<file path="src/rtl/core/mwrs_pkg.sv">
`default_nettype none

package mwrs_pkg;

  localparam int unsigned WINDOW_BASE   = 4;
  localparam int unsigned WINDOW_LEVELS = 3;
  localparam int unsigned HISTORY_DEPTH = 64;
  localparam int unsigned SAMPLE_BITS   = 32;

  localparam int unsigned DATA_W  = 32;
  localparam int unsigned LEVEL_W = 3;

  localparam int unsigned LVL_W  = (WINDOW_LEVELS > 1) ? $clog2(WINDOW_LEVELS) : 1;
  localparam int unsigned CNT_W  = $clog2(HISTORY_DEPTH + 1);
  localparam int unsigned ADDR_W = $clog2(HISTORY_DEPTH);
  localparam int unsigned SUM_W  = SAMPLE_BITS + CNT_W;
  localparam int unsigned STEP_W = $clog2(SUM_W);

  typedef logic [CNT_W-1:0] len_t;
  typedef len_t len_tab_t [WINDOW_LEVELS];

  function automatic len_tab_t win_len_table();
    len_tab_t    tab;
    int unsigned len;
    len = 1;
    for (int k = 0; k < WINDOW_LEVELS; k++) begin
      len = len * WINDOW_BASE;
      if (len >= HISTORY_DEPTH) begin
        len = HISTORY_DEPTH;
      end
      tab[k] = CNT_W'(len);
    end
    return tab;
  endfunction

  localparam len_tab_t WIN_LEN = win_len_table();

  // Address of the stored sample the given number of entries behind the newest one.
  function automatic logic [ADDR_W-1:0] hist_addr(logic [ADDR_W-1:0] top,
                                                  logic [CNT_W-1:0]  back);
    logic [CNT_W:0] t;
    t = (CNT_W+1)'(top) + (CNT_W+1)'(HISTORY_DEPTH) - (CNT_W+1)'(back);
    if (t >= (CNT_W+1)'(HISTORY_DEPTH)) begin
      t = t - (CNT_W+1)'(HISTORY_DEPTH);
    end
    return t[ADDR_W-1:0];
  endfunction

  typedef enum logic [2:0] {
    ST_IDLE,
    ST_LEVEL,
    ST_LEAVE,
    ST_SCAN,
    ST_DIV,
    ST_DWAIT,
    ST_EMIT,
    ST_WRITE
  } state_e;

  typedef struct packed {
    logic             start;
    logic [SUM_W-1:0] dividend;
    logic [CNT_W-1:0] divisor;
  } div_req_t;

  typedef struct packed {
    logic             done;
    logic [SUM_W-1:0] quotient;
  } div_rsp_t;

endpackage

`default_nettype wire

</file>
<file path="src/rtl/core/mwrs_in_if.sv">
`default_nettype none

interface mwrs_in_if;
  import mwrs_pkg::*;

  logic              valid;
  logic              ready;
  logic [DATA_W-1:0] sample;
  logic              restart;

  modport source (output valid, output sample, output restart, input ready);
  modport sink   (input valid, input sample, input restart, output ready);
endinterface

`default_nettype wire

</file>
<file path="src/rtl/core/mwrs_out_if.sv">
`default_nettype none

interface mwrs_out_if;
  import mwrs_pkg::*;

  logic               valid;
  logic               ready;
  logic [LEVEL_W-1:0] window_level;
  logic [DATA_W-1:0]  window_mean;
  logic [DATA_W-1:0]  window_max;
  logic [DATA_W-1:0]  window_min;
  logic [DATA_W-1:0]  latest_sample;
  logic               last_level;

  modport source (output valid, output window_level, output window_mean,
                  output window_max, output window_min, output latest_sample,
                  output last_level, input ready);
  modport sink   (input valid, input window_level, input window_mean,
                  input window_max, input window_min, input latest_sample,
                  input last_level, output ready);
endinterface

`default_nettype wire

</file>
<file path="src/rtl/core/mwrs_hist_ram.sv">
`default_nettype none

module mwrs_hist_ram #(
  parameter int unsigned DEPTH = 64,
  parameter int unsigned WIDTH = 32
) (
  input  logic                     clk_i,
  input  logic                     we_i,
  input  logic [$clog2(DEPTH)-1:0] waddr_i,
  input  logic [WIDTH-1:0]         wdata_i,
  input  logic [$clog2(DEPTH)-1:0] raddr_i,
  output logic [WIDTH-1:0]         rdata_o
);

  logic [WIDTH-1:0] mem_q [DEPTH];

  always_ff @(posedge clk_i) begin
    if (we_i) begin
      mem_q[waddr_i] <= wdata_i;
    end
  end

  always_ff @(posedge clk_i) begin
    rdata_o <= mem_q[raddr_i];
  end

endmodule

`default_nettype wire

</file>
<file path="src/rtl/core/mwrs_divider.sv">
`default_nettype none

module mwrs_divider (
  input  logic               clk_i,
  input  logic               rst_ni,
  input  mwrs_pkg::div_req_t req_i,
  output mwrs_pkg::div_rsp_t rsp_o
);
  import mwrs_pkg::*;

  logic              busy_q, busy_d;
  logic              done_q, done_d;
  logic [STEP_W-1:0] cnt_q, cnt_d;
  logic [CNT_W-1:0]  rem_q, rem_d;
  logic [CNT_W-1:0]  div_q, div_d;
  logic [SUM_W-1:0]  quo_q, quo_d;

  always_comb begin
    logic [CNT_W:0] trial;
    logic [CNT_W:0] diff;
    logic           ge;
    trial  = {rem_q, quo_q[SUM_W-1]};
    diff   = trial - {1'b0, div_q};
    ge     = (trial >= {1'b0, div_q});
    busy_d = busy_q;
    done_d = 1'b0;
    cnt_d  = cnt_q;
    rem_d  = rem_q;
    div_d  = div_q;
    quo_d  = quo_q;
    if (req_i.start) begin
      busy_d = 1'b1;
      cnt_d  = '0;
      rem_d  = '0;
      div_d  = req_i.divisor;
      quo_d  = req_i.dividend;
    end else if (busy_q) begin
      rem_d = ge ? diff[CNT_W-1:0] : trial[CNT_W-1:0];
      quo_d = {quo_q[SUM_W-2:0], ge};
      cnt_d = cnt_q + 1'b1;
      if (cnt_q == STEP_W'(SUM_W - 1)) begin
        busy_d = 1'b0;
        done_d = 1'b1;
      end
    end
  end

  always_ff @(posedge clk_i or negedge rst_ni) begin
    if (!rst_ni) begin
      busy_q <= 1'b0;
      done_q <= 1'b0;
      cnt_q  <= '0;
    end else begin
      busy_q <= busy_d;
      done_q <= done_d;
      cnt_q  <= cnt_d;
    end
  end

  always_ff @(posedge clk_i) begin
    rem_q <= rem_d;
    div_q <= div_d;
    quo_q <= quo_d;
  end

  assign rsp_o.done     = done_q;
  assign rsp_o.quotient = quo_q;

endmodule

`default_nettype wire

</file>
<file path="src/rtl/core/multi_window_running_stats_top.sv">
// Running mean, maximum and minimum of an unsigned Q16.16 sample stream over
// nested windows of 4, 16 and 64 samples, one result per window level for
// every request, the last one flagged. A request with restart set sets every
// statistic to its sample. Until a window has filled since the last restart
// or reset it covers all samples taken so far. The block takes one request
// at a time. A bit-serial divider giving one quotient bit per cycle is
// started for each window level, builds the 39-bit quotient and then
// presents the result, and a rescan of the stored history for a maximum or
// minimum that left a window reads one sample per cycle through the single
// read port of the history memory. A result still waiting on the output
// holds the sequencer until it is taken; the last result of a request may
// still wait on the output while the next request is taken. The history
// memory needs no clearing after reset.
`default_nettype none

module multi_window_running_stats_top (
  input  logic              clk_i,
  input  logic              rst_ni,
  mwrs_in_if.sink           req_i,
  mwrs_out_if.source        rsp_o
);
  import mwrs_pkg::*;

  state_e state_q, state_d;

  logic [SAMPLE_BITS-1:0] r_q, r_d;
  logic                   rst_item_q, rst_item_d;
  logic [CNT_W-1:0]       steps_q, steps_d;
  logic [ADDR_W-1:0]      ptr_q, ptr_d;
  logic [LVL_W-1:0]       lvl_q, lvl_d;

  logic [SUM_W-1:0]       sum_q [WINDOW_LEVELS];
  logic [SUM_W-1:0]       sum_d [WINDOW_LEVELS];
  logic [SAMPLE_BITS-1:0] max_q [WINDOW_LEVELS];
  logic [SAMPLE_BITS-1:0] max_d [WINDOW_LEVELS];
  logic [SAMPLE_BITS-1:0] min_q [WINDOW_LEVELS];
  logic [SAMPLE_BITS-1:0] min_d [WINDOW_LEVELS];

  logic [WINDOW_LEVELS-1:0] need_max_q, need_max_d;
  logic [WINDOW_LEVELS-1:0] need_min_q, need_min_d;

  logic [CNT_W-1:0]       scan_end_q, scan_end_d;
  logic [CNT_W-1:0]       scan_j_q, scan_j_d;
  logic [CNT_W-1:0]       proc_j_q, proc_j_d;
  logic                   proc_vld_q, proc_vld_d;
  logic [SAMPLE_BITS-1:0] run_max_q, run_max_d;
  logic [SAMPLE_BITS-1:0] run_min_q, run_min_d;

  logic               out_vld_q, out_vld_d;
  logic [LEVEL_W-1:0] out_lvl_q, out_lvl_d;
  logic [DATA_W-1:0]  out_mean_q, out_mean_d;
  logic [DATA_W-1:0]  out_max_q, out_max_d;
  logic [DATA_W-1:0]  out_min_q, out_min_d;
  logic [DATA_W-1:0]  out_latest_q, out_latest_d;
  logic               out_last_q, out_last_d;

  logic                   mem_we;
  logic [ADDR_W-1:0]      mem_waddr;
  logic [ADDR_W-1:0]      mem_raddr;
  logic [SAMPLE_BITS-1:0] mem_rdata;

  div_req_t div_req;
  div_rsp_t div_rsp;

  len_t             len_cur;
  logic             last_lvl;
  logic             full_cur;
  logic             any_need;
  logic [ADDR_W-1:0] ptr_next;

  assign len_cur  = WIN_LEN[lvl_q];
  assign last_lvl = (lvl_q == LVL_W'(WINDOW_LEVELS - 1));
  assign full_cur = !rst_item_q && (steps_q >= len_cur);
  assign any_need = (|need_max_d) || (|need_min_d);
  assign ptr_next = (ptr_q == ADDR_W'(HISTORY_DEPTH - 1)) ? '0 : ptr_q + 1'b1;

  mwrs_hist_ram #(
    .DEPTH (HISTORY_DEPTH),
    .WIDTH (SAMPLE_BITS)
  ) u_hist_ram (
    .clk_i   (clk_i),
    .we_i    (mem_we),
    .waddr_i (mem_waddr),
    .wdata_i (r_q),
    .raddr_i (mem_raddr),
    .rdata_o (mem_rdata)
  );

  mwrs_divider u_divider (
    .clk_i  (clk_i),
    .rst_ni (rst_ni),
    .req_i  (div_req),
    .rsp_o  (div_rsp)
  );

  always_comb begin
    state_d = state_q;
    case (state_q)
      ST_IDLE: begin
        if (req_i.valid) begin
          state_d = ST_LEVEL;
        end
      end
      ST_LEVEL: begin
        if (full_cur) begin
          state_d = ST_LEAVE;
        end else if (last_lvl) begin
          state_d = any_need ? ST_SCAN : ST_DIV;
        end
      end
      ST_LEAVE: begin
        if (last_lvl) begin
          state_d = any_need ? ST_SCAN : ST_DIV;
        end else begin
          state_d = ST_LEVEL;
        end
      end
      ST_SCAN: begin
        if (proc_vld_q && (proc_j_q == scan_end_q)) begin
          state_d = ST_DIV;
        end
      end
      ST_DIV: begin
        state_d = ST_DWAIT;
      end
      ST_DWAIT: begin
        if (div_rsp.done) begin
          state_d = ST_EMIT;
        end
      end
      ST_EMIT: begin
        if (!out_vld_q) begin
          state_d = last_lvl ? ST_WRITE : ST_DIV;
        end
      end
      ST_WRITE: begin
        state_d = ST_IDLE;
      end
      default: begin
        state_d = ST_IDLE;
      end
    endcase
  end

  always_comb begin
    logic [SAMPLE_BITS-1:0] rd;
    logic [SAMPLE_BITS-1:0] new_max;
    logic [SAMPLE_BITS-1:0] new_min;
    rd           = mem_rdata;
    new_max      = (rd > run_max_q) ? rd : run_max_q;
    new_min      = (rd < run_min_q) ? rd : run_min_q;
    req_i.ready  = (state_q == ST_IDLE);
    r_d          = r_q;
    rst_item_d   = rst_item_q;
    steps_d      = steps_q;
    ptr_d        = ptr_q;
    lvl_d        = lvl_q;
    sum_d        = sum_q;
    max_d        = max_q;
    min_d        = min_q;
    need_max_d   = need_max_q;
    need_min_d   = need_min_q;
    scan_end_d   = scan_end_q;
    scan_j_d     = scan_j_q;
    proc_j_d     = proc_j_q;
    proc_vld_d   = proc_vld_q;
    run_max_d    = run_max_q;
    run_min_d    = run_min_q;
    out_vld_d    = out_vld_q;
    out_lvl_d    = out_lvl_q;
    out_mean_d   = out_mean_q;
    out_max_d    = out_max_q;
    out_min_d    = out_min_q;
    out_latest_d = out_latest_q;
    out_last_d   = out_last_q;
    mem_we       = 1'b0;
    mem_waddr    = rst_item_q ? ptr_q : ptr_next;
    mem_raddr    = hist_addr(ptr_q, len_cur - 1'b1);
    div_req.start    = 1'b0;
    div_req.dividend = sum_q[lvl_q];
    if (rst_item_q) begin
      div_req.divisor = CNT_W'(1);
    end else if (!full_cur) begin
      div_req.divisor = steps_q + 1'b1;
    end else begin
      div_req.divisor = len_cur;
    end

    if (out_vld_q && rsp_o.ready) begin
      out_vld_d = 1'b0;
    end

    case (state_q)
      ST_IDLE: begin
        if (req_i.valid) begin
          r_d        = SAMPLE_BITS'(req_i.sample);
          rst_item_d = req_i.restart;
          lvl_d      = '0;
          need_max_d = '0;
          need_min_d = '0;
          scan_j_d   = '0;
          proc_vld_d = 1'b0;
          run_max_d  = SAMPLE_BITS'(req_i.sample);
          run_min_d  = SAMPLE_BITS'(req_i.sample);
        end
      end
      ST_LEVEL: begin
        if (rst_item_q) begin
          sum_d[lvl_q] = SUM_W'(r_q);
          max_d[lvl_q] = r_q;
          min_d[lvl_q] = r_q;
        end else if (!full_cur) begin
          sum_d[lvl_q] = sum_q[lvl_q] + SUM_W'(r_q);
          if (r_q > max_q[lvl_q]) begin
            max_d[lvl_q] = r_q;
          end
          if (r_q < min_q[lvl_q]) begin
            min_d[lvl_q] = r_q;
          end
        end
        if (!full_cur && !last_lvl) begin
          lvl_d = lvl_q + 1'b1;
        end else if (!full_cur) begin
          lvl_d = '0;
        end
      end
      ST_LEAVE: begin
        sum_d[lvl_q] = sum_q[lvl_q] - SUM_W'(rd) + SUM_W'(r_q);
        if (rd < max_q[lvl_q]) begin
          if (r_q > max_q[lvl_q]) begin
            max_d[lvl_q] = r_q;
          end
        end else begin
          need_max_d[lvl_q] = 1'b1;
          scan_end_d        = len_cur - CNT_W'(2);
        end
        if (rd > min_q[lvl_q]) begin
          if (r_q < min_q[lvl_q]) begin
            min_d[lvl_q] = r_q;
          end
        end else begin
          need_min_d[lvl_q] = 1'b1;
          scan_end_d        = len_cur - CNT_W'(2);
        end
        lvl_d = last_lvl ? '0 : lvl_q + 1'b1;
      end
      ST_SCAN: begin
        mem_raddr  = hist_addr(ptr_q, scan_j_q);
        proc_vld_d = 1'b1;
        proc_j_d   = scan_j_q;
        if (scan_j_q != scan_end_q) begin
          scan_j_d = scan_j_q + 1'b1;
        end
        if (proc_vld_q) begin
          run_max_d = new_max;
          run_min_d = new_min;
          for (int k = 0; k < WINDOW_LEVELS; k++) begin
            if (proc_j_q == WIN_LEN[k] - CNT_W'(2)) begin
              if (need_max_q[k]) begin
                max_d[k] = new_max;
              end
              if (need_min_q[k]) begin
                min_d[k] = new_min;
              end
            end
          end
        end
      end
      ST_DIV: begin
        div_req.start = 1'b1;
      end
      ST_DWAIT: begin
      end
      ST_EMIT: begin
        if (!out_vld_q) begin
          out_vld_d    = 1'b1;
          out_lvl_d    = LEVEL_W'(lvl_q);
          out_mean_d   = DATA_W'(div_rsp.quotient);
          out_max_d    = DATA_W'(max_q[lvl_q]);
          out_min_d    = DATA_W'(min_q[lvl_q]);
          out_latest_d = DATA_W'(r_q);
          out_last_d   = last_lvl;
          if (!last_lvl) begin
            lvl_d = lvl_q + 1'b1;
          end
        end
      end
      ST_WRITE: begin
        mem_we = 1'b1;
        ptr_d  = mem_waddr;
        if (rst_item_q) begin
          steps_d = CNT_W'(1);
        end else if (steps_q != CNT_W'(HISTORY_DEPTH)) begin
          steps_d = steps_q + 1'b1;
        end
      end
      default: begin
      end
    endcase
  end

  always_ff @(posedge clk_i or negedge rst_ni) begin
    if (!rst_ni) begin
      state_q    <= ST_IDLE;
      rst_item_q <= 1'b0;
      steps_q    <= '0;
      ptr_q      <= '0;
      lvl_q      <= '0;
      need_max_q <= '0;
      need_min_q <= '0;
      scan_end_q <= '0;
      scan_j_q   <= '0;
      proc_j_q   <= '0;
      proc_vld_q <= 1'b0;
      out_vld_q  <= 1'b0;
      for (int k = 0; k < WINDOW_LEVELS; k++) begin
        sum_q[k] <= '0;
        max_q[k] <= '0;
        min_q[k] <= '0;
      end
    end else begin
      state_q    <= state_d;
      rst_item_q <= rst_item_d;
      steps_q    <= steps_d;
      ptr_q      <= ptr_d;
      lvl_q      <= lvl_d;
      need_max_q <= need_max_d;
      need_min_q <= need_min_d;
      scan_end_q <= scan_end_d;
      scan_j_q   <= scan_j_d;
      proc_j_q   <= proc_j_d;
      proc_vld_q <= proc_vld_d;
      out_vld_q  <= out_vld_d;
      sum_q      <= sum_d;
      max_q      <= max_d;
      min_q      <= min_d;
    end
  end

  always_ff @(posedge clk_i) begin
    r_q          <= r_d;
    run_max_q    <= run_max_d;
    run_min_q    <= run_min_d;
    out_lvl_q    <= out_lvl_d;
    out_mean_q   <= out_mean_d;
    out_max_q    <= out_max_d;
    out_min_q    <= out_min_d;
    out_latest_q <= out_latest_d;
    out_last_q   <= out_last_d;
  end

  assign rsp_o.valid         = out_vld_q;
  assign rsp_o.window_level  = out_lvl_q;
  assign rsp_o.window_mean   = out_mean_q;
  assign rsp_o.window_max    = out_max_q;
  assign rsp_o.window_min    = out_min_q;
  assign rsp_o.latest_sample = out_latest_q;
  assign rsp_o.last_level    = out_last_q;

endmodule

`default_nettype wire

</file>
<file path="src/flat_wrapper.sv">
// flat-port wrapper written by rule: the top's interface ports become plain ports
module multi_window_running_stats_top_flat import mwrs_pkg::*;
  (clk_i, rst_ni, req_i_valid, req_i_sample, req_i_restart, req_i_ready, rsp_o_valid, rsp_o_window_level, rsp_o_window_mean, rsp_o_window_max, rsp_o_window_min, rsp_o_latest_sample, rsp_o_last_level, rsp_o_ready);
  mwrs_in_if req_i_i ();
  mwrs_out_if rsp_o_i ();
  input  logic clk_i;
  input  logic rst_ni;
  input wire logic [$bits(req_i_i.valid)-1:0] req_i_valid;
  input wire logic [$bits(req_i_i.sample)-1:0] req_i_sample;
  input wire logic [$bits(req_i_i.restart)-1:0] req_i_restart;
  output wire logic [$bits(req_i_i.ready)-1:0] req_i_ready;
  output wire logic [$bits(rsp_o_i.valid)-1:0] rsp_o_valid;
  output wire logic [$bits(rsp_o_i.window_level)-1:0] rsp_o_window_level;
  output wire logic [$bits(rsp_o_i.window_mean)-1:0] rsp_o_window_mean;
  output wire logic [$bits(rsp_o_i.window_max)-1:0] rsp_o_window_max;
  output wire logic [$bits(rsp_o_i.window_min)-1:0] rsp_o_window_min;
  output wire logic [$bits(rsp_o_i.latest_sample)-1:0] rsp_o_latest_sample;
  output wire logic [$bits(rsp_o_i.last_level)-1:0] rsp_o_last_level;
  input wire logic [$bits(rsp_o_i.ready)-1:0] rsp_o_ready;
  assign req_i_i.valid = req_i_valid;
  assign req_i_i.sample = req_i_sample;
  assign req_i_i.restart = req_i_restart;
  assign req_i_ready = req_i_i.ready;
  assign rsp_o_valid = rsp_o_i.valid;
  assign rsp_o_window_level = rsp_o_i.window_level;
  assign rsp_o_window_mean = rsp_o_i.window_mean;
  assign rsp_o_window_max = rsp_o_i.window_max;
  assign rsp_o_window_min = rsp_o_i.window_min;
  assign rsp_o_latest_sample = rsp_o_i.latest_sample;
  assign rsp_o_last_level = rsp_o_i.last_level;
  assign rsp_o_i.ready = rsp_o_ready;
  multi_window_running_stats_top u_core (.clk_i(clk_i), .rst_ni(rst_ni), .req_i(req_i_i), .rsp_o(rsp_o_i));
endmodule
</file>
<file path="config.mk">
export PLATFORM = sky130hd
export DESIGN_NAME = multi_window_running_stats_top_flat
export DESIGN_NICKNAME = d
export VERILOG_FILES = /design/src/rtl/core/mwrs_pkg.sv /design/src/rtl/core/mwrs_in_if.sv /design/src/rtl/core/mwrs_out_if.sv /design/src/rtl/core/mwrs_hist_ram.sv /design/src/rtl/core/mwrs_divider.sv /design/src/rtl/core/multi_window_running_stats_top.sv /design/src/flat_wrapper.sv
export SDC_FILE = /design/constraint.sdc
export NUM_CORES = 2
export LEC_CHECK = 0
export BUFFER_PORTS_ARGS = -buffer_cell sky130_fd_sc_hd__buf_2
export CORE_MARGIN = 5
export CORE_UTILIZATION = 35
export DETAILED_ROUTE_END_ITERATION = 8
export PLACE_DENSITY = 0.47
export SETUP_SLACK_MARGIN = 0.1
export SYNTH_ARGS = -nofsm -noshare
export SYNTH_HDL_FRONTEND = slang
export SYNTH_SLANG_ARGS = --single-unit
export TNS_END_PERCENT = 1
</file>
<file path="constraint.sdc">
create_clock -name clk_i -period 18.35 [get_ports clk_i]
set_clock_uncertainty 0.05 [all_clocks]
set_input_delay 2.7525 -clock clk_i [delete_from_list [all_inputs] [get_ports clk_i]]
set_output_delay 2.7525 -clock clk_i [all_outputs]
set_load 0.05 [all_outputs]
</file>
==> qor.csv <==
metric,value,unit
Syn-to-layout area delta,14.59,%
Site Rows,214,
HPWL Detailed,237.8,mm
cell mode on critical path,buf_4,
type of the most critical hold path,reg2reg,
Yosys warnings,0,
"leading cell types in the layout, fill and taps excluded","2321 x edfxtp_1, 640 x mux4_2, 431 x nand2_1, 421 x a21oi_1, 360 x dfrtp_1",
core box area,340100,um^2
number of buffer and inverter stages on the critical path,4,
top-area cell type share of the netlist area,58.26,%
dominant synthesized flop cell,edfxtp_1,
antenna violations before repair,37,
max incr delay on CP,1.09,ns
PnR worst setup slack,10.06,ns
share of cells above drive strength 1,21.12,%
CP required,19.06,ns
CTS buffer count,307,
"worst slack, placed",9.992,ns
total global routing overflow,0,
first-pass GRT wire length,571.0,mm
Critical path origin,u_core.state_q[2],
via/cell ratio,5.807,
Initial Util,35.18,%
drt first pass iters,9,
"CP delay by family, top",buffers and inverters,
failing checks,"capacitance limit, slew limit",
sequential area share after synthesis,66.51,%
Clock Latency Late Sink,0.93,ns
Final Util,40.31,%
Clock transition at path regs,0.06,ns
slew of the pin with the lowest slew margin,1.480,ns
Final min period,8.286,ns
vias,72870,
Relative slew margins,-1.485,%
largest net degree at the start of global routing,154,
maximum vdd drop,0.2376,mV
Syn Area/Cell,16.07,um^2
critical path capture point type,flip-flop,
Synth area leader,edfxtp_1,
Pins Over Slew Limit,1,
total clock sinks,2723,
filler instances,30900,
Cell Pwr Density,217.1,nW/um^2
# port buffers,169,
CTS Root Cell,clkbuf_16,
Leakage,0.04736,uW
number of setup buffers added after CTS,0,
CP max FO,63,
CTS Buffer Depth,4,
vias in the first global route,73190,
CP Launch Type,flip-flop,
H-tree levels,5,
Fin. Hold Viols,0,
Mapped Cells,7442,
Peak Freq,120.7,MHz
Pwr Total,29760,uW
"Net count, final",8113,
die height,594.6,um
Worst Path Arrival,8.99,ns
"commonest non-fill, non-tap cell in the layout",edfxtp_1,
TritonCTS clock tree,built,
Yosys reg bits,2723,
Setup CP Type,reg2reg,
DIE AREA,353600,um^2
post-synth net total,7807,
# resized after CTS,0,
"FFs w/ async S/R, synth",13.33,%
total negative slack,0,ns
"top cells by area, synth","edfxtp_1 58%, mux4_2 12%, dfrtp_1 7.6%, ha_1 3.1%, mux2i_1 1.8%",
"EDFF count, synth",2321,
hold buffer count at cts,0,
Detail Route Antenna Nets,0,
FF-to-FF Start,u_core.state_q[2],
final setup fails,0,
wire per inst,32.58,um
RSZ-0062 raised after global routing,false,
io pins,171,
gpl congestion,0.8665,
DR iter-0 viols,9083,
period utilisation layout,45.16,%
Synth cell types,83,
max-cap violations,1,
Worst Hold Launch,u_core.u_divider.quo_q[0],
GRT Overall Usage,22.48,%
DRC,0,
Die W,594.6,um
Post-Syn Area,119600,um^2
outcome,"finished, violations left",
worst-path cell chain,nand2b_1 > nor2_4 > buf_4 > nand2_1 > ha_4 > fa_4 > buf_4 > buf_4 > buf_4 > mux4_2 > mux4_2 > mux2i_1 > a21oi_1,
Routed WL,408.9,mm
worst-path cell with the longest stage delay,fa_4,
[cell type report]
type / instances / area, um^2 / area share [%]
Antenna cell: 11 / 27.53 / 0.02008
Inverter: 310 / 1164 / 0.8488
Sequential cell: 2723 / 79570 / 58.05
Multi-Input combinational cell: 3981 / 38030 / 27.74
Clock buffer: 407 / 8219 / 5.996
Timing Repair Buffer: 425 / 2853 / 2.081
Tap cell: 4536 / 5675 / 4.140
Clock inverter: 157 / 1549 / 1.130
[final timing paths]
path	end	slack, ns	depth (start not counted)
hold reg to reg	u_core.rsp_o.window_mean[0]	0.40	0
setup / recovery	u_core.u_hist_ram.rdata_o[9]	10.06	13
min in group asynchronous	u_core.sum_q[41]	1.88	1
max in group asynchronous	u_core.min_q[60]	14.15	3
hold / removal	u_core.rsp_o.window_mean[0]	0.40	0
setup reg to reg	u_core.u_hist_ram.rdata_o[9]	10.06	13
[logic make-up after synthesis]
kind of cell             Yosys count  share of synthesized area, %
AO/OA/AOI/OAI                   1451                         7.993
XOR/XNOR                          82                        0.6003
adder cells (fa/ha/maj)          328                         3.650
buffers and inverters            738                         2.385
flip-flops                      2723                         66.51
multiplexers                     911                         14.38
other                              1                      0.003135
AND/OR/NAND/NOR                 1208                         4.483
[flip-flops by register name, summed over array words and instances (netlist names), 39 cells and up]
name and cells:
u_core.u_divider.quo_q 39, u_core.max_q 96, u_core.min_q 96, u_core.sum_q 117, u_core.u_hist_ram.mem_q 2048
[stage by stage]
stage | hold slack [ns] | cells | instance area (um^2)
6_report | 0.3958 | 12550 | 137100
5_1_grt | 0.4072 | 12540 | 137100
4_1_cts | 0.3943 | 12540 | 137100
3_5_place_dp | 0.3885 | 11980 | 127300
3_3_place_gp | 0.3882 | 11980 | 127300
2_1_floorplan | 0.3772 | 7442 | 119600
[Yosys cell counts (all sizes together) (11+ instances only)]
library cell,instances
o21ai,254
a32oi,95
nor2b,59
o22ai,108
nand2,438
nand2b,19
nor4,11
ha,293
a31oi,22
inv,308
dfrtp,363
o31ai,122
xnor2,41
nand3,35
and2,17
edfxtp,2321
nor3,93
buf,122
nand4,53
fa,35
dfxtp,39
mux4,640
a221o,97
nor2,406
and3,23
o21a,25
a211oi,102
a21oi,423
o211ai,25
clkbuf,306
xor2,41
mux2,59
mux2i,212
or3,23
a21o,70
[power breakdown]
group          switching [uW]  internal [uW]
sequential                397           7540
combinational            9850           5950
clock                    2590           3420
total                   12800          16900
[worst reg2reg max path, cell delays in order, from the launching register on]
cell      delay, ns
dfrtp_1        0.69
nand2b_1       0.45
nor2_4         0.13
buf_4          0.66
nand2_1        0.24
ha_4           0.22
fa_4           1.09
buf_4          0.86
buf_4          0.97
buf_4          0.91
mux4_2         0.44
mux4_2         0.49
mux2i_1        0.79
a21oi_1        0.17
[per-layer routing]
layer	GRT usage (%)	wire (um)	vias up	share of wire, %
li1	-	-	30240	-
met1	31.13	172200	38680	42
met3	3.703	29360	681	7.2
met4	7.323	14320	6	3.5
met2	36.29	192900	3268	47
met5	0	41	-	0.010
Note: power is estimated with default switching activity, not from simulation.
